<file path="config.mk">
export PLATFORM = sky130hd
export DESIGN_NAME = ero3_front
export DESIGN_NICKNAME = d
export VERILOG_FILES = /design/src/sv/ero3_pkg.sv /design/src/sv/ero3_front.sv
export SDC_FILE = /design/constraint.sdc
export NUM_CORES = 1
export LEC_CHECK = 0
export BUFFER_PORTS_ARGS = -buffer_cell sky130_fd_sc_hd__buf_4
export CORE_MARGIN = 2
export CORE_UTILIZATION = 50
export CTS_CLUSTER_SIZE = 24
export DETAILED_ROUTE_END_ITERATION = 8
export GPL_ROUTABILITY_DRIVEN = 0
export PLACE_DENSITY = 0.69
export SLEW_MARGIN = 25
export SYNTH_ARGS = -nofsm -noshare
export SYNTH_HDL_FRONTEND = slang
export SYNTH_SLANG_ARGS = --single-unit
</file>
<file path="constraint.sdc">
create_clock -name clk -period 6.4 [get_ports clk]
set_clock_uncertainty 0.15 [all_clocks]
set_input_delay 0.64 -clock clk [delete_from_list [all_inputs] [get_ports clk]]
set_output_delay 0.64 -clock clk [all_outputs]
set_load 0.01 [all_outputs]
</file>
<file path="src/sv/ero3_pkg.sv">
package ero3_pkg;

	localparam int MAX_WIDTH  = 640;
	localparam int PIX_W      = 16;
	localparam int COL_W      = 10;
	localparam int ROW_W      = 11;
	localparam int ADDR_W     = $clog2(MAX_WIDTH);
	localparam int CFG_IDX_W  = 1;
	localparam int CFG_DATA_W = 11;

	localparam logic [CFG_IDX_W-1:0] REG_FRAME_WIDTH  = 1'd0;
	localparam logic [CFG_IDX_W-1:0] REG_FRAME_HEIGHT = 1'd1;

	localparam logic [COL_W-1:0] RESET_WIDTH  = 10'd640;
	localparam logic [ROW_W-1:0] RESET_HEIGHT = 11'd480;

	localparam int OPQ_DEPTH  = 4;
	localparam int OPQ_PTR_W  = $clog2(OPQ_DEPTH);
	localparam int RESQ_DEPTH = 4;
	localparam int RESQ_PTR_W = $clog2(RESQ_DEPTH);

	typedef struct packed {
		logic [COL_W-1:0] width;
		logic [ROW_W-1:0] height;
	} cfg_t;

	typedef struct packed {
		logic [PIX_W-1:0]  pixel;
		logic [ADDR_W-1:0] addr;
		logic              emit;
		logic              zero_val;
		logic [ROW_W-1:0]  row;
		logic [COL_W-1:0]  col;
		logic              last;
	} op_t;

	typedef struct packed {
		logic [PIX_W-1:0] value;
		logic [ROW_W-1:0] row;
		logic [COL_W-1:0] col;
		logic             last;
	} res_t;

	function automatic logic [PIX_W-1:0] min2(input logic [PIX_W-1:0] a,
			input logic [PIX_W-1:0] b);
		return (b < a) ? b : a;
	endfunction

endpackage

</file>
<file path="src/sv/ero3_front.sv">
module ero3_front (
	input  logic                      clk,
	input  logic                      arst_n,
	input  ero3_pkg::cfg_t            cfg,
	input  logic                      push,
	output logic                      full,
	input  logic [ero3_pkg::PIX_W-1:0] pixel,
	output logic                      op_valid,
	output ero3_pkg::op_t             op,
	input  logic                      op_pop
);
	import ero3_pkg::*;

	logic [COL_W-1:0]     col_q;
	logic [ROW_W-1:0]     row_q;
	logic [COL_W-1:0]     eff_w;
	logic [ROW_W-1:0]     eff_h;
	logic                 line_end;
	logic                 frame_end;
	logic                 accept;
	op_t                  op_new;
	op_t                  opq_mem [OPQ_DEPTH];
	logic [OPQ_PTR_W-1:0] wr_ptr_q;
	logic [OPQ_PTR_W-1:0] rd_ptr_q;
	logic [OPQ_PTR_W:0]   cnt_q;
	logic                 deq;

	always_comb begin
		if (cfg.width < COL_W'(3)) begin
			eff_w = COL_W'(3);
		end else if (cfg.width > COL_W'(MAX_WIDTH)) begin
			eff_w = COL_W'(MAX_WIDTH);
		end else begin
			eff_w = cfg.width;
		end
		eff_h = (cfg.height < ROW_W'(3)) ? ROW_W'(3) : cfg.height;
	end

	assign line_end  = col_q >= (eff_w - COL_W'(1));
	assign frame_end = line_end && (row_q >= (eff_h - ROW_W'(1)));
	assign full      = cnt_q == (OPQ_PTR_W+1)'(OPQ_DEPTH);
	assign accept    = push && !full;
	assign op_valid  = cnt_q != '0;
	assign deq       = op_pop && op_valid;
	assign op        = opq_mem[rd_ptr_q];

	always_comb begin
		op_new.pixel    = pixel;
		op_new.addr     = col_q[ADDR_W-1:0];
		op_new.emit     = (row_q == '0) || ((row_q >= ROW_W'(2)) && (col_q != COL_W'(1)));
		op_new.zero_val = (row_q == '0) || (col_q == '0);
		op_new.row      = (row_q == '0) ? '0 : row_q - ROW_W'(1);
		op_new.col      = op_new.zero_val ? col_q : col_q - COL_W'(1);
		op_new.last     = frame_end;
	end

	always_ff @(posedge clk or negedge arst_n) begin
		if (!arst_n) begin
			col_q <= '0;
			row_q <= '0;
		end else if (accept) begin
			if (frame_end) begin
				col_q <= '0;
				row_q <= '0;
			end else if (line_end) begin
				col_q <= '0;
				row_q <= row_q + ROW_W'(1);
			end else begin
				col_q <= col_q + COL_W'(1);
			end
		end
	end

	always_ff @(posedge clk) begin
		if (accept) begin
			opq_mem[wr_ptr_q] <= op_new;
		end
	end

	always_ff @(posedge clk or negedge arst_n) begin
		if (!arst_n) begin
			wr_ptr_q <= '0;
			rd_ptr_q <= '0;
			cnt_q    <= '0;
		end else begin
			if (accept) begin
				wr_ptr_q <= wr_ptr_q + OPQ_PTR_W'(1);
			end
			if (deq) begin
				rd_ptr_q <= rd_ptr_q + OPQ_PTR_W'(1);
			end
			case ({accept, deq})
				2'b10:   cnt_q <= cnt_q + (OPQ_PTR_W+1)'(1);
				2'b01:   cnt_q <= cnt_q - (OPQ_PTR_W+1)'(1);
				default: cnt_q <= cnt_q;
			endcase
		end
	end

	a_col_in_line: assert property (@(posedge clk) disable iff (!arst_n)
		col_q < COL_W'(MAX_WIDTH))
		else $error("column counter beyond line buffer");

	a_frame_wrap: assert property (@(posedge clk) disable iff (!arst_n)
		(accept && frame_end) |=> (col_q == '0 && row_q == '0))
		else $error("counters not cleared at end of frame");

	a_opq_bound: assert property (@(posedge clk) disable iff (!arst_n)
		cnt_q <= (OPQ_PTR_W+1)'(OPQ_DEPTH))
		else $error("op queue overflow");

endmodule

</file>
==> flow_summary.yaml, run 1 <==
floorplan:
  core_mm2: 0.0201
  initial_core_util_pct: 50.6
  die_area_mm2: 0.0215
  die_x_um: 147
  die_h_um: 147
  rows: 52
  io_pins: 93
grt:
  grt_max_degree: 51
  grt_pass1_wl_mm: 31.0
  track_usage_pct: 18.0
  antenna_found_initial: 0
  grt_pass1_vias: 5920
  grt_overflow: 0
clock_tree:
  cts_buffers: 23
  cts_tree: "yes"
  cts_root_buf: "clkbuf_16"
  max-clock-path-buffers: 3
  cts.sinks: 228
  cts.clk_slew.worst_paths_ns: 0.06
  cts_resized: 0
  cts_htree_levels: 1
  clk-insertion-delay-late_ns: 0.49
min_path:
  min_from: "pixel[5]"
  hold_class: "in -> reg"
timing:
  slew_viol_final: 0
  finalSetupViolations: 0
  tightestPinTransition_ns: 0.959
  setup_tns_ns: 0
  fin_ws_ns: 1.64
  rsz0062_at_grt: "no"
  hold_viol: 0
  fin_crit_ns: 4.76
  maxSlewHeadroom_pct: 35.2
  fmax_ghz: 0.210
  period_share_pct: 74.4
yosys:
  syn-num-nets: 709
  synth_cell_type_count: 53
  async_flop_share_pct: 12.3
  netlist_instances: 632
  synth-seq-cells: 228
  synthFlopType: "edfxtp_1"
  synth_warnings: 0
  synth-seq-area-share_pct: 65.9
  syn_avg_cell_area_um2: 16.1
  synth_top_cell_by_area: "edfxtp_1"
  netlist_top_cells_area: "edfxtp_1 59%, mux4_2 11%, dfrtp_1 6.9%"
  synth_top_cell_area_share_pct: 59.0
  synth_edf_count: 200
  netlist_area_mm2: 0.0102
worst_setup_path:
  start_kind: "primary input"
  r2r-start: "row_q[9]"
  crit_fanout: 11
  endpoint_kind: "register"
  startpoint: "cfg[16]"
  critPathKind: "in -> reg"
  crit_arrival_ns: 4.92
  worstPathRequired_ns: 6.56
power_and_ir_drop:
  cellPowerDensity_mw_per_mm2: 450
  power.leakage_nw: 4.17
  ir_drop_mv: 0.207
drt:
  met3RoutedLength_mm: 1.07
  routed.top_layer: "met4"
  via_per_inst: 5.75
  drt_first_pass_iters: 5
  post_drt_wl_per_cell_um: 18.9
  wl_met1_mm: 8.25
  drt-initial-drc-count: 424
  vias: 5807
  drc_errors: 0
  drt_wl_total_mm: 19.1
  dr_wl_met2_mm: 9.48
  ant_nets: 0
job:
  drv_cap: 0
final_layout:
  mostFrequentLayoutCells: "200 x edfxtp_1, 98 x buf_4, 50 x mux4_2, 35 x ha_1, 34 x nor2_1"
  area_growth_pct: 16.1
  final_common_cell: "edfxtp_1"
  drive_above_1_share_pct: 25.9
  antenna_cells: 0
  fin_nets: 804
outcome:
  status: "finished clean"
place:
  io_buffer_count: 92
  place_hpwl_mm: 12.4
  dp_slack_ns: 1.04
-- cells in the mapped netlist, drive strengths merged, types with 2 or more instances --
library cell / n
a211oi: 3
a21o: 6
a21oi: 18
a31oi: 6
a41oi: 2
and2: 5
and3: 2
and4: 2
buf: 14
clkbuf: 16
dfrtp: 28
edfxtp: 200
ha: 35
inv: 29
mux2i: 3
mux4: 50
nand2: 29
nand2b: 8
nand3: 16
nand3b: 2
nand4: 9
nor2: 34
nor2b: 2
nor3: 14
nor4: 8
nor4b: 2
o211ai: 3
o21ai: 14
o221ai: 14
o22ai: 4
or3: 6
or4: 3
xnor2: 24
xor2: 10
-- final cells by class --
class | instances | area, um^2
fill | 1522 | 8290
inverter | 29 | 109
multi-input combinational | 345 | 3220
timing repair buffer | 100 | 773
sequential | 228 | 6710
tap | 270 | 338
clock buffer | 29 | 598
clock inverter | 9 | 67.6
-- logic make-up after synthesis --
| logic type | synth area share (%) |
|---|---|
| AOI/OAI and AO/OA | 5.15 |
| xor gates and xnor gates | 2.93 |
| adders and majority gates | 4.50 |
| buffers and inverters | 2.53 |
| DFF | 65.9 |
| muxes | 11.4 |
| and+or+nand+nor | 7.59 |
-- worst paths after layout --
kind,slack [ns],cells after the start,end
max,1.64,14,row_q[5]
min,0.20,1,opq_mem[0][39]
max reg2reg,3.18,6,row_q[5]
min reg2reg,0.34,1,cnt_q[2]
max in group asynchronous,5.34,2,rd_ptr_q[0]
min in group asynchronous,0.46,2,row_q[2]
-- state kept, by name, indices dropped and copies added, names as in the netlist --
name / cells
row_q: 11
col_q: 10
opq_mem: 200
cnt_q: 3
rd_ptr_q: 2
wr_ptr_q: 2
-- worst max-delay path: stages --
cell and delay, ns:
buf_4 0.14, or4_1 0.54, nor4bb_1 0.83, a21oi_1 0.16, ha_1 0.30, nand3_1 0.08, o21ai_0 0.08, a21o_1 0.19
ha_1 0.31, a21oi_1 0.19, a211oi_1 0.12, a211o_1 0.35, o221ai_1 0.70, o221ai_1 0.28
-- power breakdown --
part	total (mW)	switching (mW)	leakage (nW)	internal, mW
Combinational	1.78	0.924	1.75	0.858
Clock	1.20	0.503	0.323	0.696
Sequential	2.34	0.246	2.09	2.09
Total	5.32	1.67	4.17	3.65
-- stage by stage --
| stage | hold slack [ns] | total power [mW] | cells | cell area [um^2] | utilization [%] |
|---|---|---|---|---|---|
| finish | 0.196 | 5.32 | 1010 | 11800 | 58.8 |
| global route | 0.179 | 5.62 | 1010 | 11800 | 58.8 |
| CTS | 0.178 | 5.38 | 1010 | 11800 | 58.7 |
| detailed placement | 0.332 | 4.18 | 971 | 11100 | 55.4 |
| global placement | 0.313 | 4.08 | 970 | 11100 | 55.2 |
| floorplan | 0.194 | 3.46 | 632 | 10200 | - |
-- repair_timing --
item | in CTS | in global routing
setup buffers | 0 | 0
hold endpoints to repair | 28 | 0
hold buffers | 1 | 0
-- per-layer routing --
metal / GRT usage (%) / vias up
met5: 0 / -
met4: 4.32 / 0
met3: 2.72 / 28
met2: 30.9 / 179
met1: 24.6 / 2924
li1: - / 2676
Note: power is estimated with default switching activity, not from simulation.
==> inputs of run 2 (changes only) <==
==> constraint.sdc (replaced) <==
create_clock -name clk -period 4.5 [get_ports clk]
set_clock_uncertainty 0.15 [all_clocks]
set_input_delay 0.45 -clock clk [delete_from_list [all_inputs] [get_ports clk]]
set_output_delay 0.45 -clock clk [all_outputs]
set_load 0.01 [all_outputs]
==> flow_summary.yaml, run 2 (synthesis gave the netlist of run 1 again) <==
outcome:
  status: "finished clean"
worst_setup_path:
  rrSetupSlack_ns: 1.83
  endpoint_kind: "register"
  path_delay_family: "compound AO/OA/AOI/OAI gates"
  critPathKind: "in -> reg"
  crit_arrival_ns: 3.87
  worstPathRequired_ns: 4.63
  path_cells: "buf_4, nor3_1, a31oi_1, o21ai_1, a21oi_1, ha_1, nand2_1, nor4_1, nor3_1, a21oi_1, ha_1, nand4_1, a211oi_1, a211o_1, nor2_1, nor3_1"
  cp_common_cell: "nor3_1"
  crit_fanout: 8
  path_buf_inv: 1
  cp_slowest_cell: "o21ai_1"
  start_kind: "primary input"
  cpPeakStageDelay_ns: 0.45
power_and_ir_drop:
  power_frac_seq_pct: 43.4
  clkPwrFrac_pct: 24.0
  comb_power_share_pct: 32.6
  power.switching_mw: 2.44
  p_int_mw: 5.33
  cellPowerDensity_mw_per_mm2: 642
  power.leakage_nw: 4.31
  ir_drop_mv: 0.335
  p_sw_share_pct: 31.4
drt:
  post_drt_wl_per_cell_um: 19.1
  via_per_inst: 5.67
  drt_first_pass_iters: 4
  ant_nets: 0
  drt_wl_total_mm: 19.8
  vias: 5879
  drc_errors: 0
  drt-initial-drc-count: 531
timing:
  rsz0062_at_grt: "no"
  fmax_ghz: 0.267
  slew_viol_final: 0
  setup_tns_ns: 0
  fin_crit_ns: 3.74
  hold_viol: 0
  finalSetupViolations: 0
  tightestPinTransition_ns: 0.963
  maxSlewHeadroom_pct: 35.8
  hold_ws_ns: 0.177
  period_share_pct: 83.1
  fin_ws_ns: 0.758
final_layout:
  final_common_cell: "edfxtp_1"
  mostFrequentLayoutCells: "200 x edfxtp_1, 103 x buf_4, 50 x mux4_2, 35 x ha_1, 34 x nor2_1"
  drive_above_1_share_pct: 26.6
  area_growth_pct: 18.9
  reg_top3: "opq_mem x200, row_q x11, col_q x10"
  max_flop_register: "opq_mem"
  largest_reg_flops: 200
  antenna_cells: 0
  fin_nets: 826
floorplan:
  die_area_mm2: 0.0215
  io_pins: 93
  die_x_um: 147
  die_h_um: 147
  initial_core_util_pct: 50.6
  core_mm2: 0.0201
  rows: 52
clock_tree:
  cts_tree: "yes"
  cts_resized: 0
  max-clock-path-buffers: 3
  cts_hold_buf: 17
  cts.sinks: 228
  cts_setup_buffers: 0
  cts.clk_slew.worst_paths_ns: 0.06
  cts_htree_levels: 1
  cts_buffers: 23
  clk-insertion-delay-late_ns: 0.50
  cts_root_buf: "clkbuf_16"
min_path:
  hold_class: "in -> reg"
grt:
  track_usage_pct: 19.1
  grt_overflow: 0
  grt_pass1_vias: 6172
  grt_pass1_wl_mm: 32.8
  antenna_found_initial: 0
  grt_max_degree: 35
place:
  place_hpwl_mm: 12.8
  dp_slack_ns: 0.288
  io_buffer_count: 92
job:
  drv_cap: 0
==> run 2: metal layers <==
metal,global-route usage (%),share of wire (%)
met5,0,0
met4,4.13,1.1
met3,2.88,5.2
met2,32.5,51
met1,26.4,43
==> run 2: layout make-up <==
type	instances	area [um^2]
clock buffer	24	579
inverter	29	109
fill	1483	8010
timing repair buffer	122	983
multi-input combinational	345	3210
tap	270	338
clock inverter	18	165
sequential	228	6710
==> run 2: worst reg2reg max path: cells and delay by family, from the launching register on <==
kind / cells / cell delay, ns
flip-flops: 1 / 0.40
AND/OR/NAND/NOR: 3 / 1.12
buffers and inverters: 2 / 0.66
==> run 2: power by group through the flow <==
stage,registers (mW),clock network [mW],logic [mW]
2_1_floorplan,3.15,0,1.77
3_3_place_gp,3.47,0,2.34
3_5_place_dp,3.42,0,2.56
4_1_cts,3.38,1.90,2.58
5_1_grt,3.44,1.99,2.79
6_report,3.37,1.86,2.53
==> run 2: per-stage QoR <==
step	instances	instance area [um^2]	utilization (%)	power, mW
3_5_place_dp	977	11200	55.6	5.97
5_1_grt	1036	12100	60.2	8.22
3_3_place_gp	975	11100	55.4	5.82
4_1_cts	1036	12100	60.2	7.86
2_1_floorplan	632	10200	-	4.93
6_report	1036	12100	60.2	7.77
==> run 2: worst paths after layout <==
path / to / startpoint / cells past startpoint
worst min register to register: cnt_q[2] / cnt_q[2] / 1
worst min-delay path: rd_ptr_q[0] / op_pop / 3
max in group asynchronous: rd_ptr_q[0] / arst_n / 2
min in group asynchronous: row_q[2] / arst_n / 2
worst max-delay path: opq_mem[0][0] / cfg[13] / 16
worst max register to register: opq_mem[2][2] / cnt_q[2] / 5
